`config.mk`:
```
export PLATFORM = sky130hd
export DESIGN_NAME = mono_note_priority_stack
export DESIGN_NICKNAME = d
export VERILOG_FILES = /design/src/design/mnps_pkg.sv /design/src/design/mnps_cell.sv /design/src/design/mono_note_priority_stack.sv
export SDC_FILE = /design/constraint.sdc
export NUM_CORES = 1
export LEC_CHECK = 0
export ABC_AREA = 1
export BUFFER_PORTS_ARGS = -buffer_cell sky130_fd_sc_hd__buf_4
export CORE_MARGIN = 2
export CORE_UTILIZATION = 26
export DETAILED_ROUTE_END_ITERATION = 10
export GPL_ROUTABILITY_DRIVEN = 0
export PLACE_DENSITY = 0.46
export SYNTH_ARGS = -nofsm -noshare
export SYNTH_HDL_FRONTEND = slang
export SYNTH_SLANG_ARGS = --single-unit
```
`constraint.sdc`:
```
create_clock -name clk -period 3.4 [get_ports clk]
set_input_delay 0.34 -clock clk [delete_from_list [all_inputs] [get_ports clk]]
set_output_delay 0.34 -clock clk [all_outputs]
set_load 0.005 [all_outputs]
```
`src/design/mnps_pkg.sv`:
```
// Shared types and constants for the mono note priority stack.
// Holds the event codes, field widths and the control bundle sent to the stack cells.
// Has no dependencies. The cell and the top level refer to it by scoped names.
package mnps_pkg;

  // Payload field widths.
  localparam int NOTE_W  = 7;
  localparam int VEL_W   = 7;
  localparam int COUNT_W = 5;
  localparam int OP_W    = 2;

  // Default number of held notes.
  localparam int DEFAULT_STACK_DEPTH = 16;

  // Event codes carried in the operation field.
  localparam logic [OP_W-1:0] OP_NOTE_ON  = 2'd0;
  localparam logic [OP_W-1:0] OP_NOTE_OFF = 2'd1;
  localparam logic [OP_W-1:0] OP_ALL_OFF  = 2'd2;

  // Configuration port.
  localparam int CFG_ADDR_W = 3;
  localparam int CFG_DATA_W = 32;
  localparam logic REG_IDX_VOICE_MODE = 1'b0;

  // Voice modes.
  localparam logic MODE_MONO = 1'b0;

  // Commands broadcast to every cell of the stack.
  typedef struct packed {
    logic              push;
    logic              capture;
    logic              scan;
    logic              remove;
    logic [NOTE_W-1:0] note;
  } cell_ctrl_t;

endpackage

```
`src/design/mnps_cell.sv`:
```
// One entry of the held-note stack, built as a cell of a shift chain.
// Depends on mnps_pkg for the note width and the cell control bundle.
module mnps_cell (
  input  logic                            clk,
  input  mnps_pkg::cell_ctrl_t            ctrl,
  input  logic                            in_range,
  input  logic [mnps_pkg::NOTE_W-1:0]     lower_entry,
  input  logic                            lower_below,
  input  logic [mnps_pkg::NOTE_W-1:0]     upper_entry,
  output logic [mnps_pkg::NOTE_W-1:0]     entry,
  output logic                            below_out
);

  logic [mnps_pkg::NOTE_W-1:0] entry_r;
  logic                        hit_r;
  logic                        below_r;

  // A push moves every entry one place toward the old end. A removal pulls
  // entries down from the neighbor above, starting at the newest match.
  always_ff @(posedge clk) begin
    if (ctrl.push) begin
      entry_r <= lower_entry;
    end else if (ctrl.remove && (hit_r || below_r)) begin
      entry_r <= upper_entry;
    end
  end

  // The "match somewhere newer" flag ripples one cell per cycle.
  always_ff @(posedge clk) begin
    if (ctrl.capture) begin
      hit_r   <= in_range && (entry_r == ctrl.note);
      below_r <= 1'b0;
    end else if (ctrl.scan) begin
      below_r <= lower_below;
    end
  end

  assign entry     = entry_r;
  assign below_out = below_r || hit_r;

endmodule

```
`src/design/mono_note_priority_stack.sv`:
```
// Top level of the monophonic last-note-priority voice controller.
// Depends on mnps_pkg and instantiates a chain of mnps_cell stack entries.
//
// This block follows note-on, note-off and all-notes-off transactions and
// returns exactly one result transaction for each input transaction: gate,
// retrigger flag, sounding note, sounding velocity and the number of held
// notes. Held notes sit in a chain of STACK_DEPTH cells with the newest note
// in cell 0, so a note-on shifts the whole chain by one place and the oldest
// note falls off the far end when the stack is full. A note-on, an
// all-notes-off or the unused event code goes from acceptance straight to
// the FINISH state, which loads the result register and returns the block
// to idle. For a note-off every cell compares its note with the event at
// the accepting edge, then in the SCAN state a "newer match" flag ripples
// down the chain one cell per cycle so that only the newest matching entry
// is removed, the REMOVE state shifts the entries above it down, and the
// FINISH state loads the result. One transaction is in progress at a time;
// in_ready is high while the block is idle, and a finished result waits in
// the output register, so a new transaction may be accepted while the
// previous result has not yet been taken. That next transaction then holds
// in its last step, with in_ready low, for as long as the output register
// stays full. The voice_mode register (byte address 0) selects mono mode
// with retrigger (0) or legato mode (1); it must be written through the
// APB-style port only while no transaction is in progress, which the block
// itself does not enforce, and it reads back its value.
module mono_note_priority_stack #(
  parameter int STACK_DEPTH = mnps_pkg::DEFAULT_STACK_DEPTH
) (
  input  logic                              clk,
  input  logic                              rst_n,
  // Input event channel.
  input  logic                              in_valid,
  output logic                              in_ready,
  input  logic [mnps_pkg::OP_W-1:0]         in_operation,
  input  logic [mnps_pkg::NOTE_W-1:0]       in_note,
  input  logic [mnps_pkg::VEL_W-1:0]        in_velocity,
  // Result channel.
  output logic                              out_valid,
  input  logic                              out_ready,
  output logic                              out_gate,
  output logic                              out_retrigger,
  output logic [mnps_pkg::NOTE_W-1:0]       out_sounding_note,
  output logic [mnps_pkg::VEL_W-1:0]        out_sounding_velocity,
  output logic [mnps_pkg::COUNT_W-1:0]      out_held_count,
  // Configuration port.
  input  logic                              psel,
  input  logic                              penable,
  input  logic                              pwrite,
  input  logic [mnps_pkg::CFG_ADDR_W-1:0]   paddr,
  input  logic [mnps_pkg::CFG_DATA_W-1:0]   pwdata,
  output logic [mnps_pkg::CFG_DATA_W-1:0]   prdata,
  output logic                              pready
);

  localparam int CNT_W  = $clog2(STACK_DEPTH + 1);
  localparam int SCAN_W = $clog2(STACK_DEPTH);
  localparam logic [SCAN_W-1:0] SCAN_LAST = SCAN_W'(STACK_DEPTH - 2);
  localparam logic [CNT_W-1:0]  COUNT_FULL = CNT_W'(STACK_DEPTH);

  // Sequencer states.
  localparam logic [1:0] ST_IDLE   = 2'd0;
  localparam logic [1:0] ST_SCAN   = 2'd1;
  localparam logic [1:0] ST_REMOVE = 2'd2;
  localparam logic [1:0] ST_FINISH = 2'd3;

  logic [1:0]                     state_r, state_nxt;
  logic [SCAN_W-1:0]              scan_cnt_r, scan_cnt_nxt;
  logic [CNT_W-1:0]               count_r, count_nxt;
  logic                           gate_r, gate_nxt;
  logic [mnps_pkg::NOTE_W-1:0]    cur_note_r, cur_note_nxt;
  logic [mnps_pkg::VEL_W-1:0]     cur_vel_r, cur_vel_nxt;
  logic                           retrig_r, retrig_nxt;
  logic [mnps_pkg::OP_W-1:0]      op_r, op_nxt;
  logic                           voice_mode_r;

  logic                           out_valid_r, out_valid_nxt;
  logic                           out_gate_r;
  logic                           out_retrig_r;
  logic [mnps_pkg::NOTE_W-1:0]    out_note_r;
  logic [mnps_pkg::VEL_W-1:0]     out_vel_r;
  logic [mnps_pkg::COUNT_W-1:0]   out_count_r;

  logic                           accept;
  logic                           out_free;
  logic                           load_out;
  logic                           any_match;
  mnps_pkg::cell_ctrl_t           cell_ctrl;

  logic [mnps_pkg::NOTE_W-1:0]    entry_w [STACK_DEPTH];
  logic                           below_w [STACK_DEPTH];
  logic                           in_range_w [STACK_DEPTH];

  assign in_ready = (state_r == ST_IDLE);
  assign accept   = in_valid && in_ready;
  assign out_free = !out_valid_r || out_ready;
  assign load_out = (state_r == ST_FINISH) && out_free;

  // The top cell's flag covers every entry once the ripple has finished.
  assign any_match = below_w[STACK_DEPTH-1];

  // Commands to the cell chain.
  always_comb begin
    cell_ctrl.push    = accept && (in_operation == mnps_pkg::OP_NOTE_ON);
    cell_ctrl.capture = accept && (in_operation == mnps_pkg::OP_NOTE_OFF);
    cell_ctrl.scan    = (state_r == ST_SCAN);
    cell_ctrl.remove  = (state_r == ST_REMOVE);
    cell_ctrl.note    = in_note;
  end

  // The chain: cell 0 holds the newest note. Each cell takes its pushed value
  // from the cell below and its pulled value from the cell above.
  for (genvar i = 0; i < STACK_DEPTH; i++) begin : g_cell
    logic [mnps_pkg::NOTE_W-1:0] lower_entry;
    logic                        lower_below;
    logic [mnps_pkg::NOTE_W-1:0] upper_entry;

    assign in_range_w[i] = (CNT_W'(i) < count_r);

    if (i == 0) begin : g_first
      assign lower_entry = in_note;
      assign lower_below = 1'b0;
    end else begin : g_mid
      assign lower_entry = entry_w[i-1];
      assign lower_below = below_w[i-1];
    end

    if (i == STACK_DEPTH - 1) begin : g_last
      assign upper_entry = entry_w[i];
    end else begin : g_inner
      assign upper_entry = entry_w[i+1];
    end

    mnps_cell u_cell (
      .clk         (clk),
      .ctrl        (cell_ctrl),
      .in_range    (in_range_w[i]),
      .lower_entry (lower_entry),
      .lower_below (lower_below),
      .upper_entry (upper_entry),
      .entry       (entry_w[i]),
      .below_out   (below_w[i])
    );
  end

  // Sequencer and voice state.
  always_comb begin
    state_nxt    = state_r;
    scan_cnt_nxt = scan_cnt_r;
    count_nxt    = count_r;
    gate_nxt     = gate_r;
    cur_note_nxt = cur_note_r;
    cur_vel_nxt  = cur_vel_r;
    retrig_nxt   = retrig_r;
    op_nxt       = op_r;

    case (state_r)
      ST_IDLE: begin
        if (accept) begin
          op_nxt     = in_operation;
          retrig_nxt = 1'b0;
          state_nxt  = ST_FINISH;
          case (in_operation)
            mnps_pkg::OP_NOTE_ON: begin
              // A full stack loses its oldest note, so the count stays put.
              if (count_r != COUNT_FULL) begin
                count_nxt = count_r + 1'b1;
              end
              cur_note_nxt = in_note;
              cur_vel_nxt  = in_velocity;
              gate_nxt     = 1'b1;
              retrig_nxt   = (count_r != '0) && (voice_mode_r == mnps_pkg::MODE_MONO);
            end
            mnps_pkg::OP_NOTE_OFF: begin
              scan_cnt_nxt = '0;
              state_nxt    = ST_SCAN;
            end
            mnps_pkg::OP_ALL_OFF: begin
              count_nxt = '0;
              gate_nxt  = 1'b0;
            end
            default: begin
              // Unused code: report the present state unchanged.
            end
          endcase
        end
      end
      ST_SCAN: begin
        if (scan_cnt_r == SCAN_LAST) begin
          state_nxt = ST_REMOVE;
        end else begin
          scan_cnt_nxt = scan_cnt_r + 1'b1;
        end
      end
      ST_REMOVE: begin
        if (any_match) begin
          count_nxt = count_r - 1'b1;
        end
        state_nxt = ST_FINISH;
      end
      ST_FINISH: begin
        if (out_free) begin
          // After a note-off the voice falls back to the newest held note.
          if (op_r == mnps_pkg::OP_NOTE_OFF) begin
            if (count_r == '0) begin
              gate_nxt = 1'b0;
            end else begin
              cur_note_nxt = entry_w[0];
            end
          end
          state_nxt = ST_IDLE;
        end
      end
      default: begin
        state_nxt = ST_IDLE;
      end
    endcase
  end

  always_ff @(posedge clk) begin
    if (!rst_n) begin
      state_r    <= ST_IDLE;
      scan_cnt_r <= '0;
      count_r    <= '0;
      gate_r     <= 1'b0;
      cur_note_r <= '0;
      cur_vel_r  <= '0;
      retrig_r   <= 1'b0;
      op_r       <= mnps_pkg::OP_NOTE_ON;
    end else begin
      state_r    <= state_nxt;
      scan_cnt_r <= scan_cnt_nxt;
      count_r    <= count_nxt;
      gate_r     <= gate_nxt;
      cur_note_r <= cur_note_nxt;
      cur_vel_r  <= cur_vel_nxt;
      retrig_r   <= retrig_nxt;
      op_r       <= op_nxt;
    end
  end

  // Output register. The held count is reported in five bits.
  always_comb begin
    out_valid_nxt = out_valid_r;
    if (load_out) begin
      out_valid_nxt = 1'b1;
    end else if (out_ready) begin
      out_valid_nxt = 1'b0;
    end
  end

  always_ff @(posedge clk) begin
    if (!rst_n) begin
      out_valid_r <= 1'b0;
    end else begin
      out_valid_r <= out_valid_nxt;
    end
  end

  always_ff @(posedge clk) begin
    if (load_out) begin
      out_gate_r   <= gate_nxt;
      out_retrig_r <= retrig_r;
      out_note_r   <= cur_note_nxt;
      out_vel_r    <= cur_vel_r;
      out_count_r  <= mnps_pkg::COUNT_W'(count_r);
    end
  end

  assign out_valid             = out_valid_r;
  assign out_gate              = out_gate_r;
  assign out_retrigger         = out_retrig_r;
  assign out_sounding_note     = out_note_r;
  assign out_sounding_velocity = out_vel_r;
  assign out_held_count        = out_count_r;

  // Configuration register. Only the word at address 0 exists.
  always_ff @(posedge clk) begin
    if (!rst_n) begin
      voice_mode_r <= mnps_pkg::MODE_MONO;
    end else if (psel && penable && pwrite && pready
                 && (paddr[2] == mnps_pkg::REG_IDX_VOICE_MODE)) begin
      voice_mode_r <= pwdata[0];
    end
  end

  always_comb begin
    prdata = '0;
    if (paddr[2] == mnps_pkg::REG_IDX_VOICE_MODE) begin
      prdata[0] = voice_mode_r;
    end
  end

  assign pready = 1'b1;

endmodule

```
=== Yosys cells after proc, flatten, opt, wreduce, memory -nomap -nowiden ===
Index checks and enable logic that the tools add are counted.

* Reduce and logical (&&, ||, !) cells: 83
* Mux-type cells: 60
* Add/subtract/negate cells: 3
* Bitwise operators: 2
* Eq/ne operators: 32
* Magnitude comparators: 16

{| class="wikitable"
|+ Operator list
! cell !! count
|-
| 7-bit 2-to-1 mux || 35
|-
| 7-bit == test || 16
|-
| 4-bit by 5-bit < comparator with 1-bit output, first input constant || 8
|-
| 1-bit logical AND || 39
|-
| 2-bit nonzero test || 18
|-
| 3-bit by 5-bit < comparator with 1-bit output, first input constant || 4
|-
| 5-bit one-hot mux with 2 select lines || 2
|-
| 1-bit logical OR || 16
|-
| 5-bit 2-to-1 mux || 3
|-
| 7-bit one-hot mux with 2 select lines || 1
|-
| 4-bit 2-to-1 mux || 3
|-
| 1-bit by 5-bit < comparator with 1-bit output, first input constant || 2
|-
| 2-bit by 5-bit < comparator with 1-bit output, first input constant || 2
|-
| 1-bit 2-to-1 mux || 8
|-
| 2-bit 2-to-1 mux || 4
|-
| 2-bit one-hot mux with 4 select lines || 1
|-
| 4-bit one-hot mux with 2 select lines || 1
|-
| 2-bit by 1-bit == test with 1-bit output, second input constant || 3
|-
| 2-bit == test, second input constant || 3
|-
| 2-bit by 1-bit inequality test with 1-bit output, second input constant || 3
|-
| 2-bit inequality test, second input constant || 3
|-
| 3-bit AND reduction || 2
|-
| 5-bit by 1-bit adder with 5-bit output, second input constant || 1
|-
| 5-bit zero test || 1
|-
| other kinds (14) || 17
|}

* Output and inout bits: 56
* Word-level logic and storage cells: 258
* Register bits: 195

=== Depth between registers and ports, before layout ===
* Word-level depth: 5
* Mapped depth: 11
* Gate-level depth less buffers: 11

=== Hierarchy ===
A second synthesis with hierarchy kept.

* Cells, all modules: 1603
* Area, all modules: 11397.2 sq um

{| class="wikitable"
|+ Modules (own cells, without submodules)
! module !! seq. area each (sq um) !! area each (sq um) !! cells an instance !! times used
|-
| mnps_cell || 260.2 || 531.8 || 77 || 16
|-
| mono_note_priority_stack || 1251.2 || 2889.0 || 371 || 1
|}

=== Worst setup path before layout ===
No wires, ideal clock.

* Path kind: reg2reg
* Start point: reg state_r[0]
* End point: reg out_gate_r, in the netlist out_gate, enable pin
* Setup slack: 1.372 ns
* Period minus slack after synthesis: 2.028 ns
* Stages on the path, launching flop included: 5
* Library setup time: 0.399 ns
* Data required time: 3.001 ns
* Data arrival time: 1.629 ns
* Path through: dfxtp_1 ha_1 buf_2 inv_1 nor2_1

* Cells in the longest elaborated chain, start to end: 2

{| class="wikitable"
|+ RTL lines
! what !! RTL line !! RTL
|-
| from (decl) || mono_note_priority_stack.sv:65 || <nowiki>logic [1:0] state_r, state_nxt;</nowiki>
|-
| from (signal assigned) || mono_note_priority_stack.sv:229 || <nowiki>state_r <= state_nxt;</nowiki>
|-
| 2-bit == test || mono_note_priority_stack.sv:95 || <nowiki>assign load_out = (state_r == ST_FINISH) && out_free;</nowiki>
|-
| 1-bit logical AND || mono_note_priority_stack.sv:95 ||
|-
| net load_out || mono_note_priority_stack.sv:84 || <nowiki>logic load_out;</nowiki>
|-
| to (signal assigned) || mono_note_priority_stack.sv:260 || <nowiki>out_gate_r <= gate_nxt;</nowiki>
|-
| to (decl) || mono_note_priority_stack.sv:76 || <nowiki>logic out_gate_r;</nowiki>
|}

The timed path passes the listed nets, and every way through them passes these cells.
A chain may end at the register's enable or synchronous reset.

=== Worst setup path in the final report ===
* Start point: reg state_r[0]
* End point: reg g_cell[4].u_cell.entry_r (netlist bit g_cell[4].u_cell.entry[1]), enable pin

* Cells in the longest elaborated chain, start to end: 4

{| class="wikitable"
|+ RTL lines
! what !! RTL line !! RTL
|-
| 2-bit zero test || mono_note_priority_stack.sv:92 || <nowiki>assign in_ready = (state_r == ST_IDLE);</nowiki>
|-
| 1-bit logical AND || mono_note_priority_stack.sv:93 || <nowiki>assign accept = in_valid && in_ready;</nowiki>
|-
| 1-bit logical AND || mono_note_priority_stack.sv:102 || <nowiki>cell_ctrl.push = accept && (in_operation == mnps_pkg::OP_NOTE_ON);</nowiki>
|-
| 2-bit nonzero test (no line) (*) || -- ||
|-
| to (signal assigned) || mnps_cell.sv:22 || <nowiki>entry_r <= lower_entry;</nowiki>
|-
| to (signal assigned) || mnps_cell.sv:24 || <nowiki>entry_r <= upper_entry;</nowiki>
|-
| to (decl) || mnps_cell.sv:14 || <nowiki>logic [mnps_pkg::NOTE_W-1:0] entry_r;</nowiki>
|}

Every way passes the cells marked *; elsewhere a longest branch is shown, timed or not.

==> impl_metrics.ini <==
[cts]
clock_path_buffers = 2
clk_latency_ns = 0.44
cts_buffers = 17
cts_resized = 0
cts_tree = yes
cts.sinks = 195
root_buffer = clkbuf_16
ctsHoldBuffers = 0
ctsHtreeMaxLevel = 4
post_cts_buffers = 0
clk_pin_slew_ns = 0.07

[power]
totalPowerFinal_mw = 8.18
power.leakage_nw = 4.44
pwr_density_cell_nw_per_um2 = 735
vdd_drop_max_mv = 0.405

[sta]
setup_viol = 0
min_period_over_period_pct = 73.4
clock.fmax_mhz = 401
rsz0062_at_grt = false
period_minus_slack_ns = 2.50
hold_viol_final = 0
drv_slew = 0
worst_slack_ns = 0.904
clock_skew_ns = 0.0128
worst_slew_pin_slew_ns = 0.721
slew_headroom_pct = 52.0
tns_ns = 0

[logic_synthesis]
synth-seq-cells = 195
syn-cell-area_um2 = 9860
synth_area_per_cell_um2 = 9.04
yosysSeqAreaShare_pct = 54.7
synthDistinctLibCells = 38
yosysWarnings = 0
netlist_instances = 1090

[critical_path]
cp_slowest_cell = buf_12
worstRegToRegCells = 7
r2r_end = g_cell[4].u_cell.entry[1]
r2r_setup_slack_ns = 0.90
endpoint_kind = flop
cp_num_buf_inv = 3
crit_required_ns = 3.50
path_max_fanout = 116
path_delay_family = simple AND/OR/NAND/NOR gates
r2r_start = state_r[0]
crit_start = state_r[0]
start_kind = flop
crit_cells = 7
critPathKind = flop to flop
arrival_ns = 2.59
path_cells = inv_1, ha_1, nand2_2, clkinv_2, nand2_4, buf_12, nand2_1
max_stage_delay_ns = 0.42

[placed_design]
dp_hpwl_mm = 18.0
place_ws_ns = 0.914
port_buffers = 48

[layout]
fillCellCount = 4022
finalNetCount = 1179
drive_gt1_share_pct = 8.44
regArea_um2 = 5400
multiInputGateArea_um2 = 3770
final_util_pct = 29.7
area_delta_synth_final_pct = 13.0
antenna_cells = 0

[route]
viasPerCell = 4.40
wl_met2_mm = 11.9
drt_pass1_iterations = 5
wl_met1_mm = 12.7
route.top_layer_used = met4
wl_met3_um = 910
routedWlPerCell_um = 15.8
drt-total-wl_mm = 25.9
drc = 0
vias = 7206
dr.first_iter.drc_count = 520
ant_nets = 0

[status]
status = complete, no violations

[global_routing]
grt_pass1_wl_mm = 40.3
grt_pass1_vias = 7068
grt_max_degree = 117
grt_usage_pct = 13.5
antenna_found_initial = 0
overflow = 0

[min_path]
hold_end = cur_vel_r[2]
hp-start = in_velocity[2]
hold_class = primary input to flop
hold_path_depth = 3

[floorplan]
core_um2 = 37500
row_count = 71
die_area_um2 = 39500
start_util_pct = 26.3
die_h_um = 199
die_w_um = 199
io_pins = 114

[run]
cap_violations = 0
[sequential cells by signal, summed over array words and instances (netlist names)]
| register | count |
|---|---|
| g_cell.u_cell.entry | 112 |
| out_sounding_note | 7 |
| cur_note_r | 7 |
| state_r | 2 |
| out_retrigger | 1 |
| out_gate | 1 |
| cur_vel_r | 7 |
| gate_r | 1 |
| g_cell.u_cell.hit_r | 16 |
| op_r | 2 |
| g_cell.u_cell.below_r | 15 |
| count_r | 5 |
| voice_mode_r | 1 |
| out_sounding_velocity | 7 |
| retrig_r | 1 |
| out_valid | 1 |
| out_held_count | 5 |
| scan_cnt_r | 4 |
[worst max path at each step]
stage	slack, ns	to
finish	0.90	g_cell[4].u_cell.entry[1]
global route	0.69	g_cell[12].u_cell.entry[1]
CTS	0.89	g_cell[4].u_cell.entry[1]
detailed placement	0.91	g_cell[4].u_cell.entry[1]
global placement	0.95	g_cell[12].u_cell.entry[2]
floorplan	1.37	out_gate
[layout by cell type (no fill, tap or decap), types with 3 or more instances in the layout]
master     instances
clkbuf_16         17
inv_1             76
clkbuf_1           4
o211ai_1           3
nor3_1            10
nor2_1            63
nor4_1             3
nand3_1           25
nand2_1          315
nand2_2            3
ha_1               9
o22ai_1           17
xor2_1            32
o21ai_0           94
inv_6              4
o21ai_1           29
edfxtp_1         149
conb_1            32
buf_4             53
dfxtp_1           46
a21oi_1           47
xnor2_1           49
nand4_1           18
clkinv_1           3
[cell usage after synthesis]
master	number	area share, %
buf_2	34	1.7
o2111ai_1	2	0.18
dfxtp_1	46	9.3
or2_1	1	0.064
or2_2	1	0.064
inv_1	76	2.9
clkbuf_1	6	0.23
conb_1	2	0.076
o22ai_1	17	1.1
clkinv_2	1	0.051
xor2_1	32	2.8
o21ai_1	29	1.5
ha_1	9	1.1
a31oi_1	1	0.064
nor4_1	3	0.19
nor2_4	1	0.11
nor2_2	1	0.064
buf_4	38	2.9
inv_2	1	0.038
clkinv_1	3	0.11
nand2_1	315	12
nand4_1	18	1.1
edfxtp_1	149	45
nor2_1	64	2.4
nand2_2	4	0.25
nor3_1	10	0.51
o21ai_0	94	4.8
a211oi_1	1	0.076
buf_6	1	0.11
clkbuf_2	1	0.051
a21oi_2	1	0.089
xnor2_1	49	4.4
a21oi_1	47	2.4
nand3_1	25	1.3
nand2_4	1	0.11
a32oi_1	1	0.089
buf_1	2	0.076
o211ai_1	3	0.23
[logic make-up after synthesis]
logic type / count (synthesis) / share of synthesized area (%)
simple gates: 444 / 18.2
compound gates: 196 / 10.4
flops: 195 / 54.7
buf+inv: 163 / 8.19
xor+xnor: 81 / 7.20
fa+ha+maj: 9 / 1.14
other cells: 2 / 0.0762
[routing by layer]
layer,vias up,track usage (%)
met1,3436,18.5
met3,26,2.49
met4,0,4.09
li1,3614,-
met5,-,0
met2,130,21.6
[metrics by stage]
stage | area [um^2] | hold slack, ns | cells
6_report | 11100 | 0.151 | 1636
5_1_grt | 11100 | 0.143 | 1636
4_1_cts | 11100 | 0.136 | 1636
3_5_place_dp | 10600 | 0.417 | 1604
3_3_place_gp | 10600 | 0.415 | 1604
2_1_floorplan | 9970 | 0.403 | 1120
[final cells by class]
| class | instances | share of cell area, % |
|---|---|---|
| Tap cell | 511 | 5.74 |
| Timing Repair Buffer | 55 | 3.93 |
| Sequential cell | 195 | 48.4 |
| Inverter | 81 | 2.74 |
| Multi-Input combinational cell | 762 | 33.9 |
| Clock buffer | 23 | 4.20 |
| Clock inverter | 9 | 1.06 |
[tightest hold or removal path: stages]
cell	delay [ns]
buf_4	0.07
o21ai_0	0.07
nor2_1	0.07
[power breakdown]
group          internal [mW]  leakage, nW  switching [mW]
sequential              3.37         1.76           0.471
clock                   1.14        0.284           0.923
combinational          0.776         2.39            1.50
total                   5.28         4.44            2.90
No activity file was read; power rests on OpenSTA's default activity.
